File: src/vrot_pkg.sv
package vrot_pkg;

  localparam int XW = 50;
  localparam int ZW = 34;
  localparam int NTAB = 30;

  localparam logic signed [31:0] GAIN_Q31 = 32'sd1304065748;

  localparam logic [31:0] ATAN_TAB [NTAB] = '{
    32'h20000000, 32'h12E4051E, 32'h09FB385B, 32'h051111D4, 32'h028B0D43,
    32'h0145D7E1, 32'h00A2F61E, 32'h00517C55, 32'h0028BE53, 32'h00145F2F,
    32'h000A2F98, 32'h000517CC, 32'h00028BE6, 32'h000145F3, 32'h0000A2FA,
    32'h0000517D, 32'h000028BE, 32'h0000145F, 32'h00000A30, 32'h00000518,
    32'h0000028C, 32'h00000146, 32'h000000A3, 32'h00000051, 32'h00000029,
    32'h00000014, 32'h0000000A, 32'h00000005, 32'h00000003, 32'h00000001
  };

  typedef struct packed {
    logic signed [31:0] vec_x;
    logic signed [31:0] vec_y;
    logic signed [31:0] angle_deg;
  } vec_in_t;

  typedef struct packed {
    logic signed [31:0] rot_x;
    logic signed [31:0] rot_y;
  } vec_out_t;

  typedef struct packed {
    logic                 vld;
    logic                 bypass;
    logic                 flip;
    logic signed [XW-1:0] x;
    logic signed [XW-1:0] y;
    logic signed [ZW-1:0] z;
    logic signed [31:0]   px;
    logic signed [31:0]   py;
  } cord_t;

endpackage

File: src/vrot_stage.sv
module vrot_stage #(
  parameter int IDX = 0
) (
  input  logic            clk,
  input  logic            rst,
  input  vrot_pkg::cord_t cin,
  output vrot_pkg::cord_t cout
);

  logic signed [vrot_pkg::XW-1:0] dx, dy;
  logic signed [vrot_pkg::ZW-1:0] t;
  vrot_pkg::cord_t                cout_next;

  always_comb begin
    dx        = cin.y >>> IDX;
    dy        = cin.x >>> IDX;
    t         = vrot_pkg::ZW'(vrot_pkg::ATAN_TAB[IDX]);
    cout_next = cin;
    if (!cin.z[vrot_pkg::ZW-1]) begin
      cout_next.x = cin.x - dx;
      cout_next.y = cin.y + dy;
      cout_next.z = cin.z - t;
    end else begin
      cout_next.x = cin.x + dx;
      cout_next.y = cin.y - dy;
      cout_next.z = cin.z + t;
    end
  end

  always_ff @(posedge clk) begin
    cout <= cout_next;
    if (rst) begin
      cout.vld <= 1'b0;
    end
  end

endmodule

File: config.mk
export PLATFORM = sky130hd
export DESIGN_NAME = vrot_stage
export DESIGN_NICKNAME = d
export VERILOG_FILES = /design/src/vrot_pkg.sv /design/src/vrot_stage.sv
export SDC_FILE = /design/constraint.sdc
export NUM_CORES = 1
export LEC_CHECK = 0
export ABC_AREA = 1
export BUFFER_PORTS_ARGS = -buffer_cell sky130_fd_sc_hd__buf_2
export CORE_UTILIZATION = 37
export DETAILED_ROUTE_END_ITERATION = 10
export PLACE_DENSITY = 0.69
export SLEW_MARGIN = 25
export SYNTH_ARGS = -nofsm -noshare
export SYNTH_HDL_FRONTEND = slang
export SYNTH_SLANG_ARGS = --single-unit
File: constraint.sdc
create_clock -name clk -period 2.3 [get_ports clk]
set_input_delay 0.69 -clock clk [delete_from_list [all_inputs] [get_ports clk]]
set_output_delay 0.69 -clock clk [all_outputs]
set_load 0.02 [all_outputs]
### Yosys cells after proc, flatten, opt, wreduce, memory -nomap -nowiden

Index checks and enable logic that the tools add are counted.

| word-level totals | value |
|---|---|
| output and inout bits | 201 |
| bits of input ports | 203 |
| memory bits (writable) | 0 |
| memories | 0 |
| bits in latches | 0 |
| bits in read-only memories | 0 |
| word-level logic and storage cells | 14 |
| flip-flop bits (word level) | 201 |

| cells by class | value |
|---|---|
| div/mod/pow operators | 0 |
| magnitude comparators | 0 |
| equal/unequal tests | 0 |
| multiplexer cells | 1 |
| multiply operators | 0 |
| bitwise operators | 0 |
| reductions and logical operators | 0 |
| shifts and indexed selects | 0 |
| add/subtract/negate cells | 5 |

Operators with widths:

| kind | number |
|---|---|
| 134-bit two-way mux | 1 |
| 50-bit subtractor | 2 |
| 50-bit adder | 1 |
| 34-bit by 31-bit adder with 34-bit output, second input constant | 1 |
| 34-bit by 31-bit subtractor with 34-bit output, second input constant | 1 |

### Longest topological paths before layout

| depth | value |
|---|---|
| depth after elaboration | 2 |
| gate-level depth with buffers | 18 |
| mapped depth without buffers | 17 |

### Worst setup path after synthesis

Ideal clock, no wire load.

| timing path | value |
|---|---|
| path kind | input -> register |
| from | input port cin[98] (netlist name) |
| to | register cout[146] (netlist name) |
| library setup time | 114 ps |
| stages on the path | 13 |
| required time | 2186 ps |
| arrival time | 2216 ps |
| slack | -30 ps |
| path buffers | 0 |
| cells stage by stage | inv_1 > ha_1 > fa_1 > o21ai_2 > nand2_1 > nand2_1 > nand2_1 > nand2_1 > nand2_1 > nand3_1 > nand2_1 > nand3_1 > nand2_1 |

RTL lines:

| element | RTL line | text |
|---|---|---|
| from (decl) | vrot_stage.sv:6 | `input vrot_pkg::cord_t cin,` |
| to (signal assigned) | vrot_stage.sv:31 | `cout <= cout_next;` |
| to (decl) | vrot_stage.sv:7 | `output vrot_pkg::cord_t cout` |

==> impl_results.md <==
* Worst slew margin at 0.631
* Final Hold Fails at 0
* Slew @ Worst Pin at approximately 0.55 ns
* LEAKAGE at ~13 nW
* Status: complete, no violations
* Die area at 46000 um^2
* Synth Warn # at 0
* IO Port Bufs at slightly above 400
* I/O pin count at approximately 400
* Cts hold-fix bufs at 0
* Largest register FFs at 200
* Initial antenna violation count at 4
* CORE AREA at 44400 um^2
* Count of pins over their slew limit at 0
* Rows at 77
* Worst VDD drop at 0.695 mV
* Non-filler instance count after layout at around 4200
* CP max FO at 8
* CP arrival at around 2.6 ns
* DRC Markers at 0
* Post-synth cell types at 45
* CTS Root Cell: clkbuf_16
* Die boundary width at approximately 210 um
* Share of synthesized flip-flops with an asynchronous set or reset at 0
* GRT overflow at 0
* Clock Pin Slew Worst Setup and Hold Paths at 0.11 ns
* First-pass GRT wire length at 112000 um
* DR iter-0 viols at 1891
* Unrepaired setup endpoints after global routing: yes
* Layout cells sized above 1 at 0.329
* Final Setup Violations at 0
* CTS tree: done
* Synth Area per Inst at 6.10 um^2
* Total Nets Final at around 3900
* Pin count of the biggest net entering global routing at between 90 and 100
* Most common cell after layout, fill and taps aside: nand2_1
* Main flop type after synthesis: dfxtp_1
* Chip height at 214 um
* Fmax at 0.448 GHz
* Max-Cap Viols at 0
* Vias at 20900
* Clock Tree Buf Depth at 2
* Largest register by flop count: cout
* GRT Total Usage at 0.322
* Final ANT Viol Nets at 0
* Area delta synth->final at 43.3%
* Gate Count Post-Synth at 2740
* CTS sink cnt at 200
* CP Capture Type: flop
* Hold WS at 0.276 ns
* Required @ worst endpoint at 2.69 ns
* Biggest regs: cout x200
* Via/cell ratio at 5.00
* Final Cycle Share at 0.971
* Number of synthesized flops with an enable pin at 0
* Min Tclk post-route at 2.23 ns
* Setup ws final at 0.0670 ns
* Final WL at 75900 um
* Pwr Density at 552 nW/um^2
* Pre-CTS WS at -0.604 ns
* Most frequent cells in the layout: 788 x nand2_1, 479 x buf_4, 422 x inv_1, 402 x buf_2, 243 x nand3_1
* Mapped Area at around 17000 um^2
* CTS Buf Count at 17
* Gp weighted congestion at about 1.1
* Sequential share of the synthesized area at 0.240
* Worst min path class: in -> reg
* Hpwl dp at 65100 um
* Synthesized Nets at 3097
* Post-synthesis register bit count at 200
* Final core occ at 0.539
* H-tree levels at 4
* CP Launch Type: input port
* DR pass1 iterations at 7
* Vias in the first global route at just under 20000
* Wire per inst at 18.1 um
* Initial Util at 0.376
* Placed insts at about 4100
* Worst Setup Path Type: in -> reg
==> kinds of logic after synthesis <==
group | synth area share
and+or+nand+nor | 0.369
buffers and inverters | 0.127
AOI/OAI and AO/OA | 0.132
DFF | 0.240
adders and majority gates | 0.117
xor gates and xnor gates | 0.0157
==> cells in the mapped netlist (3+ instances only) <==
cell type	number	area [um^2]
a21oi_1	189	946
a21oi_2	8	70.1
and2_0	3	18.8
and2_1	15	93.8
buf_1	3	11.3
buf_2	12	60.1
buf_4	34	255
clkbuf_1	17	63.8
dfxtp_1	200	4000
fa_1	4	80.1
ha_1	150	1880
inv_1	423	1590
inv_2	35	131
nand2_1	810	3040
nand2_2	24	150
nand2_4	3	33.8
nand3_1	249	1250
nand4_1	44	275
nor2_1	186	698
nor2_2	43	269
nor2_4	4	45.0
nor3_1	6	30.0
nor3_2	8	80.1
nor3b_2	3	37.5
nor4_1	6	37.5
o211ai_1	4	30.0
o211ai_2	3	37.5
o21ai_0	144	721
o21ai_1	30	150
o21bai_1	17	128
o22ai_1	10	62.6
or2_1	6	37.5
xor2_1	30	263
==> worst max-delay path, stage by stage <==
cell     delay, ns
buf_2         0.12
ha_2          0.44
a21oi_1       0.11
buf_4         0.16
o21ai_1       0.17
inv_1         0.06
nand2_1       0.15
nand2_1       0.09
nand2_1       0.19
a21oi_1       0.12
nand2_1       0.07
nand2_1       0.04
o21ai_1       0.22
==> per-stage QoR <==
| step | setup TNS, ns | cell area [um^2] | power, mW |
|---|---|---|---|
| global route | -0.171 | 23900 | 13.9 |
| global placement | -41.21 | 22700 | 9.75 |
| detailed placement | -41.19 | 22700 | 9.76 |
| CTS | 0 | 23300 | 13.0 |
| finish | 0 | 23900 | 13.2 |
| floorplan | 0 | 16700 | 7.07 |
==> area by class of cell <==
type	count	area, um^2
fillers	4474	20500
repair buffers	884	5670
clock buffers	17	425
flip-flops and latches	200	4000
well taps	592	741
clock inverters	15	185
multi-input cells	2013	11200
inverters	460	1730
diodes	2	5.00
==> power by group <==
part	internal (mW)	switching [mW]	leakage, nW
Clock	1.49	1.71	0.299
Sequential	3.88	0.146	1.69
Combinational	2.29	3.70	11.3
Total	7.66	5.56	13.2
==> worst paths after layout <==
| check | start | cells past startpoint | end |
|---|---|---|---|
| worst max-delay path | cin[152] | 13 | cout[179] |
| worst min-delay path | cin[82] | 1 | cout[82] |
==> what timing repair did <==
item                                    4_1_cts  5_1_grt
pin swaps                                     0        1
setup buffers                                 0        1
endpoints found under the hold margin         0        0
endpoints found under the setup margin       15       82
gates resized for setup                      10      163
==> metal layers <==
layer | up-vias | track usage | wire length (um)
met4 | 2 | 0.165 | 4010
met3 | 185 | 0.0522 | 6100
met1 | 9452 | 0.393 | 30500
met2 | 968 | 0.546 | 35200
li1 | 10300 | - | -
met5 | - | 0 | 8
Note: power is estimated with default switching activity, not from simulation.
