## src/vrot_pkg.sv

```systemverilog
package vrot_pkg;

  localparam int XW = 50;
  localparam int ZW = 34;
  localparam int NTAB = 30;

  localparam logic signed [31:0] GAIN_Q31 = 32'sd1304065748;

  localparam logic [31:0] ATAN_TAB [NTAB] = '{
    32'h20000000, 32'h12E4051E, 32'h09FB385B, 32'h051111D4, 32'h028B0D43,
    32'h0145D7E1, 32'h00A2F61E, 32'h00517C55, 32'h0028BE53, 32'h00145F2F,
    32'h000A2F98, 32'h000517CC, 32'h00028BE6, 32'h000145F3, 32'h0000A2FA,
    32'h0000517D, 32'h000028BE, 32'h0000145F, 32'h00000A30, 32'h00000518,
    32'h0000028C, 32'h00000146, 32'h000000A3, 32'h00000051, 32'h00000029,
    32'h00000014, 32'h0000000A, 32'h00000005, 32'h00000003, 32'h00000001
  };

  typedef struct packed {
    logic signed [31:0] vec_x;
    logic signed [31:0] vec_y;
    logic signed [31:0] angle_deg;
  } vec_in_t;

  typedef struct packed {
    logic signed [31:0] rot_x;
    logic signed [31:0] rot_y;
  } vec_out_t;

  typedef struct packed {
    logic                 vld;
    logic                 bypass;
    logic                 flip;
    logic signed [XW-1:0] x;
    logic signed [XW-1:0] y;
    logic signed [ZW-1:0] z;
    logic signed [31:0]   px;
    logic signed [31:0]   py;
  } cord_t;

endpackage

```

## src/vrot_back.sv

```systemverilog
module vrot_back (
  input  logic               clk,
  input  logic               rst,
  input  vrot_pkg::cord_t    cin,
  output logic               done,
  output vrot_pkg::vec_out_t vec_out
);

  localparam logic signed [vrot_pkg::XW-1:0] HALF = vrot_pkg::XW'(32768);
  localparam logic signed [vrot_pkg::XW-1:0] MAXV = vrot_pkg::XW'(64'sh7FFFFFFF);
  localparam logic signed [vrot_pkg::XW-1:0] MINV = -(MAXV + vrot_pkg::XW'(1));

  logic signed [vrot_pkg::XW-1:0] sx, sy, rx, ry;
  logic signed [31:0]             ox, oy;
  vrot_pkg::vec_out_t             vec_out_next;

  always_comb begin
    sx = cin.flip ? -cin.x : cin.x;
    sy = cin.flip ? -cin.y : cin.y;
    rx = (sx + HALF) >>> 16;
    ry = (sy + HALF) >>> 16;
    if (rx > MAXV) begin
      ox = 32'sh7FFFFFFF;
    end else if (rx < MINV) begin
      ox = 32'sh80000000;
    end else begin
      ox = rx[31:0];
    end
    if (ry > MAXV) begin
      oy = 32'sh7FFFFFFF;
    end else if (ry < MINV) begin
      oy = 32'sh80000000;
    end else begin
      oy = ry[31:0];
    end
    vec_out_next.rot_x = cin.bypass ? cin.px : ox;
    vec_out_next.rot_y = cin.bypass ? cin.py : oy;
  end

  always_ff @(posedge clk) begin
    vec_out <= vec_out_next;
    if (rst) begin
      done <= 1'b0;
    end else begin
      done <= cin.vld;
    end
  end

endmodule

```

## config.mk

```make
export PLATFORM = sky130hd
export DESIGN_NAME = vrot_back
export DESIGN_NICKNAME = d
export VERILOG_FILES = /design/src/vrot_pkg.sv /design/src/vrot_back.sv
export SDC_FILE = /design/constraint.sdc
export NUM_CORES = 1
export LEC_CHECK = 0
export BUFFER_PORTS_ARGS = -buffer_cell sky130_fd_sc_hd__buf_2
export CORE_MARGIN = 1
export CORE_UTILIZATION = 25
export CTS_CLUSTER_DIAMETER = 200
export DETAILED_ROUTE_END_ITERATION = 7
export SKIP_CTS_REPAIR_TIMING = 1
export SLEW_MARGIN = 30
export SYNTH_ARGS = -nofsm -noshare
export SYNTH_HDL_FRONTEND = slang
export SYNTH_SLANG_ARGS = --single-unit
```

## constraint.sdc

```tcl
create_clock -name clk -period 5.7 [get_ports clk]
set_input_delay 0.57 -clock clk [delete_from_list [all_inputs] [get_ports clk]]
set_output_delay 0.57 -clock clk [all_outputs]
set_load 0.03 [all_outputs]
```

# Word level (Yosys, flattened, before mapping)
# Index checks and enable logic that the tools add are counted.
word_totals:
  regBits: 65
  word_cells: 19
classes:
  addsub: 4
  magnitude_cmp: 4
  n_mux: 8
ops:
  columns: ["op", "count"]
  rows:
  - ["32-bit two-way mux", 6]
  - ["50-bit by 17-bit adder with 50-bit output (second input constant)", 2]
  - ["50-bit two-way mux", 2]
  - ["50-bit negation", 2]
  - ["34-bit by 32-bit > comparator with 1-bit output (second input constant)", 2]
  - ["34-bit by 32-bit less-than comparator with 1-bit output (second input constant)", 2]

# Longest topological paths before layout
depth:
  depth_word: 7
  mapped_depth: 20

# Least setup slack after synthesis
# Ideal clock, no wire load.
synth_path:
  path_kind: "input port to flip-flop"
  startpoint: "in cin[198] (netlist name)"
  endpoint: "reg vec_out[61] (netlist name)"
  setup_time_ns: 0.095
  t_arrival_ns: 4.842
  required_ns: 5.605
  path_slack_ns: 0.763
  cell_stages: 20
  path_cell_list: "clkbuf_1 buf_1 buf_1 clkbuf_1 buf_1 clkbuf_1 o21ai_0 xnor2_1 ha_1 nand2_1 a211oi_1 a21oi_1 nor4bb_1 clkbuf_1 nand4_4 nor2_2 xnor2_1 o2111ai_4 buf_6 o311ai_1"
synth_rtl:
  columns: ["item", "line", "text"]
  rows:
  - ["start: declaration", "vrot_back.sv:4", "input vrot_pkg::cord_t cin,"]
  - ["end signal: assignment", "vrot_back.sv:41", "vec_out <= vec_out_next;"]
  - ["end: declaration", "vrot_back.sv:6", "output vrot_pkg::vec_out_t vec_out"]

==> out/qor_table.md <==
| Step | Metric | Reported |
|:---|:---|:---|
| clocking | H-tree depth | 3 |
| worst setup path | Max stage delay cell, worst path | o41ai_1 |
| timing | Tcrit/Tclk final | 84.0% |
| logic synthesis | Number of enable flip-flop cells after synthesis | 0 |
| worst setup path | Cells along the critical path | buf_2, nor4_1, nand4_1, o41ai_1, xor2_1, nor4b_2, nand4_1, o31ai_1, nand4_1, a21oi_2, buf_4, a221o_1 |
| worst setup path | Largest fanout of any net on the critical path | 18 |
| worst setup path | Data arrival time of the worst path | 5.06 ns |
| status | Status | finished clean |
| detailed routing | Via count normalized by instance count | 5.40 |
| grt | Wire length of the first global-routing pass | 36,700 um |
| worst setup path | Category of the most critical setup path | in2reg |
| timing | Highest clock frequency the design can meet | 209 MHz |
| timing | Unrepaired setup endpoints after global routing | false |
| worst setup path | Critical Path Start Type | input port |
| clocking | Clock tree from TritonCTS | built |
| power and ir drop | Pleak | 3.19 nW |
| layout | Final instance area | 8300 um2 |
| logic synthesis | Area leader, netlist | dfxtp_1 |
| timing | Slew Limit Headroom | 47.0% |
| logic synthesis | Synth warn | 0 |
| detailed routing | Residual antenna-violating net count after detailed routing | 0 |
| logic synthesis | Average cell area after synthesis | 7.41 um2 |
| logic synthesis | Number of flip-flops and latches in the synthesized netlist | 65 |
| logic synthesis | Post-synthesis sequential area ratio | 19.9% |
| logic synthesis | Cell count after synthesis | 880 |
| placed design | Placed instance area | 7950 um2 |
| power and ir drop | P per Cell Area | 216 nW/um2 |
| floorplan | Die boundary width | 164 um |
| timing | Hold violation count in the final report | 0 |
| logic synthesis | Synth async-reset ratio | 0% |
| logic synthesis | Top FF cell, synth | dfxtp_1 |
| timing | Transition at the pin with the smallest max-transition slack | 0.795 ns |
| layout | Ratio of cells with drive above 1 in the final layout | 27.4% |
| power and ir drop | Clock power frac | 34.2% |
| clocking | Number of sinks handled by clock tree synthesis | 65 |
| worst setup path | Data required time at the worst endpoint | 5.97 ns |
| grt | Number of antenna violations at the first check in global routing | 11 |
| power and ir drop | Seq pwr share | 29.7% |
| placed design | Weighted congestion reported at the end of routability-driven placement | 0.936 |
| grt | Via count of the first global-routing pass | 6,693 |
| detailed routing | Via count | 7,642 |
| worst setup path | CP max stage delay | 0.57 ns |
| floorplan | Number of top-level design ports | 268 |
| logic synthesis | Share of the synthesized area in the top cell type | 19.9% |
| floorplan | Placeable core region | 25,400 um2 |
| layout | Synth-to-layout area growth | 27.2% |
| grt | Final global-route overflow total | 0 |
| run | Max_cap viols | 0 |
| logic synthesis | Top post-synthesis cells by area | dfxtp_1 20%, xnor2_1 9.5%, nand2_1 5.7% |
| worst setup path | Critical Path Most Common Cell | nand4_1 |
| power and ir drop | Share of total power in combinational logic | 36.1% |
| clocking | Clk Tree Root Cell | clkbuf_16 |
| min path | Path category of the worst min-delay check | in2reg |
| clocking | Clock slew seen by the registers of the worst setup and hold paths | 0.06 ns |
| detailed routing | Drc violations | 0 |
| power and ir drop | Total internal power | 1.15 mW |
| power and ir drop | Switching power | 0.640 mW |
| detailed routing | First drt pass iteration count | 5 |
| logic synthesis | Cell area after synthesis | 6530 um2 |
| layout | NumNets Final | 1,277 |
| placed design | Post-detailed-placement half-perimeter wirelength | 19,300 um |
| floorplan | Area enclosed by the die boundary | 26,800 um2 |
| floorplan | Placement Rows | 58 |
| clocking | Number of buffers added by the clock tree synthesis step | 9 |
| clocking | Maximum clock path buffer count | 2 |
| logic synthesis | Distinct cell type count after synthesis | 80 |
| detailed routing | Detailed Route Iter0 Violations | 725 |
| layout | Count of filler cells inserted in the layout | 2,825 |
| logic synthesis | Number of nets in the synthesized netlist | 1,085 |
| power and ir drop | Peak ir drop on the vdd network | 192 uV |
| grt | Largest net degree at the start of global routing | 77 |
| power and ir drop | Switching part of the total power | 35.8% |
| timing | Period minus WS final | 4.79 ns |
| timing | Final setup fails | 0 |
| worst setup path | Critical path endpoint category | flop |
| timing | Final count of pins violating max slew | 0 |
| worst setup path | Cell family with most CP delay | simple AND/OR/NAND/NOR gates |
| floorplan | Die Ht | 164 um |
| placed design | Buffers on Ports | 233 |
| timing | Setup TNS after final layout | 0 ns |
| detailed routing | Wirelength, routed | 24,400 um |
| worst setup path | WP buf/inv | 2 |
| grt | Overall global routing resource usage | 17.3% |
| detailed routing | Wire per inst | 17.2 um |
| floorplan | Initial cell density of the core | 25.7% |
-- kinds of logic (layout without fill, tap and decap cells) --
family          after synthesis  in the layout  share of synthesized area, %
flops                        65             65                          19.9
mux                           9              9                          1.44
xor+xnor                    110            110                          14.8
simple gates                382            382                          31.8
other cells                   0              7                             0
compound gates              225            225                          26.0
fa+ha+maj                     3              3                         0.537
buf+inv                      86            283                          5.54
-- routing by layer --
metal / track usage (%) / wire length [um] / part of all wire [%]
met4: 4.04 / 205 / 0.84
met5: 0 / 29 / 0.12
met3: 3.38 / 1780 / 7.3
met1: 25.1 / 11800 / 48
met2: 26.1 / 10600 / 43
-- Yosys cell counts, types with 4 or more instances --
cell,number
nand2_1,99
xnor2_1,71
dfxtp_1,65
nor2_1,55
clkbuf_1,44
nor3_1,41
xor2_1,39
nand3_1,36
o21ai_0,36
a221o_1,31
a21oi_1,27
nor4_1,24
nand4_1,20
or3_1,20
o211ai_1,19
o31ai_1,19
inv_1,17
buf_2,16
or4_1,14
a31oi_1,13
and3_1,13
o41ai_1,11
nor2b_1,8
a211oi_1,7
and4_1,6
mux2i_1,6
nand2b_1,6
o22ai_1,6
a32oi_1,5
a41oi_1,5
buf_1,5
o311ai_1,5
a22oi_1,4
nand3b_1,4
nor3b_1,4
o2111ai_1,4
o311ai_0,4
or2_2,4
-- metrics by stage --
step / setup WS (ns) / power, mW / utilization, % / hold slack [ns] / cells
global route: 0.503 / 1.87 / 32.6 / 0.408 / 1411
global placement: 0.640 / 1.17 / 31.3 / 0.730 / 1391
finish: 0.910 / 1.79 / 32.7 / 0.404 / 1414
detailed placement: 0.633 / 1.18 / 31.3 / 0.736 / 1391
floorplan: 0.763 / 0.966 / - / 0.642 / 880
CTS: 0.965 / 1.80 / 32.6 / 0.392 / 1407
-- layout make-up --
| type | instances | area [um2] | area share, % |
|---|---|---|---|
| clock buffer | 12 | 256 | 3.09 |
| inverter | 18 | 67.6 | 0.814 |
| clock inverter | 4 | 75.1 | 0.905 |
| sequential | 65 | 1300 | 15.7 |
| antenna | 7 | 17.5 | 0.211 |
| tap | 330 | 413 | 4.98 |
| timing repair buffer | 249 | 1290 | 15.5 |
| multi-input combinational | 729 | 4880 | 58.8 |
-- registers in the layout, indices dropped and copies added, names as in the netlist --
name	flops
done	1
vec_out	64
-- placed cells by master, fill, tap and decap left out, types with 19 or more instances in the layout --
cell type / netlist / routed
nor4_1: 24 / 24
or3_1: 20 / 20
nor2_1: 55 / 55
xor2_1: 39 / 39
nand2_1: 99 / 99
a221o_1: 31 / 31
o211ai_1: 19 / 19
buf_2: 16 / 232
dfxtp_1: 65 / 65
nand4_1: 20 / 20
o21ai_0: 36 / 36
nand3_1: 36 / 36
a21oi_1: 27 / 26
nor3_1: 41 / 40
xnor2_1: 71 / 70
o31ai_1: 19 / 19
-- power by group through the flow --
stage	registers [mW]	clock network [mW]	logic, mW
2_1_floorplan	0.672	0	0.293
3_3_place_gp	0.542	0	0.632
3_5_place_dp	0.543	0	0.640
4_1_cts	0.533	0.624	0.642
5_1_grt	0.538	0.639	0.694
6_report	0.532	0.612	0.645
-- path summary, 6_finish.rpt --
check	from	endpoint	slack [ns]	cells after the start
setup / recovery	cin[107]	vec_out[9]	0.91	12
hold / removal	rst	done	0.40	2
Note: power is estimated with default switching activity, not from simulation.
