--- src/vrot_pkg.sv ---
package vrot_pkg;

  localparam int XW = 50;
  localparam int ZW = 34;
  localparam int NTAB = 30;

  localparam logic signed [31:0] GAIN_Q31 = 32'sd1304065748;

  localparam logic [31:0] ATAN_TAB [NTAB] = '{
    32'h20000000, 32'h12E4051E, 32'h09FB385B, 32'h051111D4, 32'h028B0D43,
    32'h0145D7E1, 32'h00A2F61E, 32'h00517C55, 32'h0028BE53, 32'h00145F2F,
    32'h000A2F98, 32'h000517CC, 32'h00028BE6, 32'h000145F3, 32'h0000A2FA,
    32'h0000517D, 32'h000028BE, 32'h0000145F, 32'h00000A30, 32'h00000518,
    32'h0000028C, 32'h00000146, 32'h000000A3, 32'h00000051, 32'h00000029,
    32'h00000014, 32'h0000000A, 32'h00000005, 32'h00000003, 32'h00000001
  };

  typedef struct packed {
    logic signed [31:0] vec_x;
    logic signed [31:0] vec_y;
    logic signed [31:0] angle_deg;
  } vec_in_t;

  typedef struct packed {
    logic signed [31:0] rot_x;
    logic signed [31:0] rot_y;
  } vec_out_t;

  typedef struct packed {
    logic                 vld;
    logic                 bypass;
    logic                 flip;
    logic signed [XW-1:0] x;
    logic signed [XW-1:0] y;
    logic signed [ZW-1:0] z;
    logic signed [31:0]   px;
    logic signed [31:0]   py;
  } cord_t;

endpackage

--- src/vrot_front.sv ---
module vrot_front #(
  parameter int FRAC_BITS = 16
) (
  input  logic              clk,
  input  logic              rst,
  input  logic              start,
  input  vrot_pkg::vec_in_t vec_in,
  output vrot_pkg::cord_t   cord
);

  localparam int HW   = 29 - FRAC_BITS;
  localparam int HUW  = HW + 1;
  localparam int LW   = FRAC_BITS + 3;
  localparam int OFF  = 45 * ((2 ** (HW - 1) + 44) / 45);
  localparam int S1   = HUW + 6;
  localparam int RW1  = S1 - 5;
  localparam int PW1  = HUW + RW1;
  localparam int QW   = PW1 - S1;
  localparam logic [RW1-1:0] RECIP1 = RW1'((2 ** S1 + 44) / 45);
  localparam logic [22:0]    RECIP2 = 23'((2 ** 28 + 44) / 45);
  localparam logic [32:0]    QT     = 33'd95443717;

  typedef struct packed {
    logic               vld;
    logic               zero;
    logic signed [31:0] vx;
    logic signed [31:0] vy;
  } side_t;

  side_t                          a_s, b_s, c_s, d_s;
  logic [HUW-1:0]                 a_hu;
  logic [LW-1:0]                  a_l, b_l;
  logic [PW1-1:0]                 a_prod;
  logic signed [63:0]             a_px, a_py;
  logic [5:0]                     b_d;
  logic signed [vrot_pkg::XW-1:0] b_x, b_y, c_x, c_y, d_x, d_y;
  logic [21:0]                    c_w;
  logic [32:0]                    c_base, d_base;
  logic [44:0]                    d_prod;

  logic [HW-1:0]                  h;
  logic [HUW-1:0]                 hu;
  logic signed [63:0]             px_p, py_p;
  logic [QW-1:0]                  q;
  logic [HUW-1:0]                 q45;
  logic [32:0]                    lv, v;
  logic [15:0]                    av;
  logic [16:0]                    bv;
  logic [31:0]                    ph, phf;
  logic                           flip;
  vrot_pkg::cord_t                cord_next;

  assign h    = vec_in.angle_deg[31:LW];
  assign hu   = {h[HW-1], h} + HUW'(OFF);
  assign px_p = vec_in.vec_x * vrot_pkg::GAIN_Q31;
  assign py_p = vec_in.vec_y * vrot_pkg::GAIN_Q31;

  assign q    = a_prod[PW1-1:S1];
  assign q45  = HUW'(q) * HUW'(45);

  assign lv   = {1'b0, b_l, {(29 - FRAC_BITS){1'b0}}} + 33'd22;
  assign v    = lv + 33'(b_d) * 33'd31;
  assign av   = v[32:17];
  assign bv   = v[16:0];

  assign ph   = 32'(d_base + 33'(d_prod[44:28]));
  assign flip = ph[31] ^ ph[30];
  assign phf  = {ph[31] ^ flip, ph[30:0]};

  always_comb begin
    cord_next.vld    = d_s.vld;
    cord_next.bypass = d_s.zero;
    cord_next.flip   = flip;
    cord_next.x      = d_x;
    cord_next.y      = d_y;
    cord_next.z      = {{(vrot_pkg::ZW - 32){phf[31]}}, phf};
    cord_next.px     = d_s.vx;
    cord_next.py     = d_s.vy;
  end

  always_ff @(posedge clk) begin
    a_s.vld  <= start;
    a_s.zero <= (vec_in.angle_deg == 32'sd0);
    a_s.vx   <= vec_in.vec_x;
    a_s.vy   <= vec_in.vec_y;
    a_hu     <= hu;
    a_l      <= vec_in.angle_deg[LW-1:0];
    a_prod   <= PW1'(hu) * PW1'(RECIP1);
    a_px     <= px_p;
    a_py     <= py_p;

    b_s <= a_s;
    b_l <= a_l;
    b_d <= 6'(a_hu - q45);
    b_x <= vrot_pkg::XW'((a_px + 64'sd16384) >>> 15);
    b_y <= vrot_pkg::XW'((a_py + 64'sd16384) >>> 15);

    c_s    <= b_s;
    c_w    <= 22'({av, 5'b0}) + 22'(bv);
    c_base <= 33'(b_d) * QT + 33'(av) * 33'd2912;
    c_x    <= b_x;
    c_y    <= b_y;

    d_s    <= c_s;
    d_prod <= 45'(c_w) * 45'(RECIP2);
    d_base <= c_base;
    d_x    <= c_x;
    d_y    <= c_y;

    cord <= cord_next;

    if (rst) begin
      a_s.vld  <= 1'b0;
      b_s.vld  <= 1'b0;
      c_s.vld  <= 1'b0;
      d_s.vld  <= 1'b0;
      cord.vld <= 1'b0;
    end
  end

  a_digit_range: assert property (@(posedge clk) disable iff (rst)
    b_s.vld |-> (b_d < 6'd45))
    else $error("turn digit out of range");

  a_phase_folded: assert property (@(posedge clk) disable iff (rst)
    cord.vld |-> ($countones(cord.z[vrot_pkg::ZW-1:30]) == 0 ||
                  $countones(cord.z[vrot_pkg::ZW-1:30]) == vrot_pkg::ZW - 30))
    else $error("folded phase outside half turn");

endmodule

--- config.mk ---
export PLATFORM = sky130hd
export DESIGN_NAME = vrot_front
export DESIGN_NICKNAME = d
export VERILOG_FILES = /design/src/vrot_pkg.sv /design/src/vrot_front.sv
export SDC_FILE = /design/constraint.sdc
export NUM_CORES = 2
export LEC_CHECK = 0
export BUFFER_PORTS_ARGS = -buffer_cell sky130_fd_sc_hd__buf_2
export CORE_MARGIN = 2
export CORE_UTILIZATION = 45
export CTS_BUF_LIST = sky130_fd_sc_hd__clkbuf_16
export CTS_CLUSTER_DIAMETER = 80
export DETAILED_ROUTE_END_ITERATION = 8
export SLEW_MARGIN = 20
export SYNTH_ARGS = -nofsm -noshare
export SYNTH_HDL_FRONTEND = slang
export SYNTH_SLANG_ARGS = --single-unit
--- constraint.sdc ---
create_clock -name clk -period 11.7 [get_ports clk]
set_input_delay 2.34 -clock clk [delete_from_list [all_inputs] [get_ports clk]]
set_output_delay 2.34 -clock clk [all_outputs]
set_load 0.02 [all_outputs]
# Word-level counts from Yosys, hierarchy flattened
# Cells that the tools add are included.
# totals
register_bits	1088
wordCells	61
romBits	0
latch_bits	0
ramBits	0
memories	0
# op_classes
shifts	0
reduce_logical	1
n_mul	8
order_cmp	0
n_addsub	9
muxes	0
div_mod_pow	0
n_eq_ne	0
bitwise_logic	2
# ops
operator	n
$add 64x16->64 const B	2
$mul 32x30->62 const B	2
$mul 22x23->45 const B	1
$add 32x5->33 const B	1
$add 33x11->33	1
$add 32x17->32	1
$add 32x28->32	1
$logic_not 32->1	1
$mul 6x27->32 const B	1
$mul 14x14->28 const B	1
$mul 16x7->23 const B	1
$add 21x17->22	1
$add 14x13->14 const B	1
$mul 6x5->11 const B	1
$mul 9x6->6 const B	1
$sub 6x6->6	1
$xor 1x1->1	2

# Depth between registers and ports, before layout
# depth
ltp_word	4
ltp_mapped	30

# Least setup slack after synthesis
# Ideal clock, no wire load.
# synth_timing
path_type	in2reg
from	in vec_in[63] (netlist bit)
to	reg a_py[58]
setup_slack_ps	2884
cell_stages	22
arrival_ps	8744
t_required_ps	11628
path_cell_list	clkbuf_1 > inv_1 > o21ai_0 > fa_1 > fa_1 > fa_1 > fa_1 > inv_1 > fa_1 > inv_1 > ha_1 > a21oi_2 > nor2b_1 > o21ai_1 > nand2b_1 > a21o_1 > a221o_1 > a221o_1 > and3_4 > nand2b_4 > a21oi_2 > xnor2_1
# synth_via
elab_chain_cells	1
# synth_lines
element	line_no	text
start, declared	vrot_front.sv:7	input vrot_pkg::vec_in_t vec_in,
$mul 32x30->62	vrot_front.sv:56	assign py_p = vec_in.vec_y * vrot_pkg::GAIN_Q31;
named net py_p[58]	vrot_front.sv:43	logic signed [63:0] px_p, py_p;
end signal, assigned	vrot_front.sv:90	a_py <= py_p;
end, declared	vrot_front.sv:34	logic signed [63:0] a_px, a_py;
# The timed path passes the listed nets, and every way through them passes these cells.
# A chain may end at the register's enable or synchronous reset.

# Worst setup path in the final report
# layout_timing
from	in vec_in[78] (netlist bit)
to	reg a_px[61]
# layout_via
elab_chain_cells	1
# layout_lines
element	line_no	text
$mul 32x30->62	vrot_front.sv:55	assign px_p = vec_in.vec_x * vrot_pkg::GAIN_Q31;
named net px_p[61]	vrot_front.sv:43	
end signal, assigned	vrot_front.sv:89	a_px <= px_p;
end, declared	vrot_front.sv:34	
# The timed path passes the listed nets, and every way through them passes these cells.

==> reports/qor.yml <==
outcome: "completed"
drt-wirelength-per-cell_um: 20.6
die_w_um: 415
syn_nets: 9307
grt_pass1_vias: 49100
clk_latency_ns: 0.74
hp-class: "reg2reg"
synth_edf_count: 0
start_util_pct: 45.4
overflow: 0
routed_wirelength_um: 198000
die_h_um: 415
tightest_slew_ns: 0.853
placed_area_um2: 80200
period_needed_ns: 9.28
placed_cells: 9418
path_buf_inv: 5
synthCells: 6935
cpMaxStageDelayCell: "fa_1"
synthFlopType: "dfxtp_1"
cts_htree_levels: 3
fin_skew_ns: 0.0313
n_fill_cell: 15300
antenna_found_initial: 14
num-nets-final: 9695
max_freq_mhz: 108
ys_seq_area_share_pct: 26.7
clock_sinks: 1012
design.portCount: 300
fin_crit_sh_pct: 79.3
slowest_delay_ns: 0.55
cts-root-buf: "clkbuf_16"
num_vias: 46600
cp_common_cell: "fa_1"
detail-route-antenna-nets: 0
grt_max_degree: 31
critPathCaptureType: "flop"
slew_headroom_pct: 42.8
rsz0062_at_grt: "false"
yosysWarnings: 0
hold_buffers: 0
routed_via_density: 4.84
drtIter0Drc: 2428
dieArea_um2: 172000
hpwl_um: 175000
cts_made_buffers: 107
portBuffers: 299
cts_resized: 0
cts_tree: "yes"
syn_avg_cell_area_um2: 11.0
drc: 0
critPathKind: "in2reg"
std_cell_rows: 150
setup_violations: 0
hold_viol: 0
crit_family: "adder cells"
critPathArrivalTime_ns: 9.91
post_cts_buffers: 0
final_cells: 9624
yosysUniqueCellTypes: 88
critical_path_peak_fanout: 9
syn_area_um2: 76000
core_um2: 167000
required_ns: 12.33
drive_gt1_share_pct: 6.88
cts_max_path_buffers: 3
path_clk_slew_ns: 0.06
syn_to_final_growth_pct: 10.3
fin_area_um2: 83800
grt_first_pass_wirelength_um: 300000
synth_seq_cells: 1012
track_usage_pct: 23.2
gp_congestion: 0.973
critPathLaunchType: "primary input"
synthArstFlopShare_pct: 0
drv_slew: 0
first_pass_iters: 6
drv_cap: 0
tns_ns: 0
[Yosys cell counts (9+ instances only)]
library cell  number  area share (%)
nor3_1            30            0.20
xor2_1           220             2.5
and3_1            38            0.31
fa_1            1090              29
inv_1           1769             8.7
nor2_1           145            0.72
o21bai_1          33            0.33
o21ai_0           94            0.62
dfxtp_1         1012              27
o21ai_1           10           0.066
a21o_1           177             1.7
clkbuf_1          16           0.079
nor4_1             9           0.074
o31ai_1           10           0.099
a31oi_1           10           0.082
o21a_1            30            0.30
nand4_1           48            0.40
ha_1            1183              19
nand3_1           65            0.43
a21oi_1          242             1.6
nand2b_1          20            0.16
and2_1            14            0.12
and4_1            14            0.16
nor2b_1           47            0.39
xnor2_1          289             3.3
or2_2             11           0.091
nand2_1          171            0.84
[kinds of logic after synthesis]
kind of cell | synth area share, %
buffers and inverters | 8.89
multiplexers | 0.0132
XOR/XNOR | 5.87
flip-flops | 26.7
adder cells (fa/ha/maj) | 48.2
AO/OA/AOI/OAI | 6.25
AND/OR/NAND/NOR | 4.11
[final cells by class]
type	instances	area (µm²)	area share [%]
Clock buffer	108	2700	3.23
Inverter	1769	6640	7.92
Sequential cell	1012	20300	24.2
Tap cell	2204	2760	3.29
Multi-Input combinational cell	4128	49000	58.4
Antenna cell	4	10.0	0.0119
Clock inverter	94	922	1.10
Timing Repair Buffer	305	1540	1.84
[sequential cells by signal, summed over array words and instances (netlist names)]
name and flops:
c_base 32, b_s 66, a_s 66, a_py 50
a_px 50, d_y 49, c_x 49, cord 197
cord_next 66, d_x 49, d_prod 18, a_prod 6
c_w 20, c_y 49, a_l 19, b_l 19
c_s 66, d_base 31, b_y 49, a_hu 6
b_d 6, b_x 49
[worst paths after layout]
| check | slack (ns) | start | end | cells past startpoint |
|---|---|---|---|---|
| worst max-delay path | 2.42 | vec_in[78] | a_px[61] | 27 |
| worst min-delay path | 0.30 | b_s[0] | c_s[0] | 0 |
| worst max register to register | 4.56 | b_l[11] | c_base[31] | 25 |
| worst min register to register | 0.30 | b_s[0] | c_s[0] | 0 |
[routing by layer]
layer	GRT usage [%]	routed length [µm]	part of all wire, %	vias to the layer above
met4	6.43	5740	2.9	2
met1	32.3	91200	46	23200
met5	0	12	0.0061	-
met2	38.3	93600	47	866
met3	2.74	7270	3.7	204
li1	-	-	-	22300
[through the flow]
step           worst slack (ns)  hold WS, ns  util, %
2_1_floorplan              2.88        0.310        -
3_3_place_gp               1.79        0.310     47.9
3_5_place_dp               1.72        0.312     47.9
4_1_cts                    2.52        0.306     50.0
5_1_grt                    1.98        0.319     50.0
6_report                   2.42        0.301     50.1
[layout by cell type (no fill, tap or decap), types with 20 or more instances in the layout]
cell type	instances
nand2_1	171
nand3_1	65
a21o_1	177
inv_1	1793
nor2_1	145
clkinv_1	20
and3_1	38
ha_1	1183
a21oi_1	242
clkbuf_16	108
o21bai_1	33
nand4_1	48
xnor2_1	289
o21ai_0	94
nor3_1	30
dfxtp_1	1012
buf_2	299
nand2b_1	20
fa_1	1090
nor2b_1	47
xor2_1	220
o21a_1	30
Power is left out: the tool's default activity adds up to more than one toggle a clock period on the data nets, which glitch-free logic cannot reach.
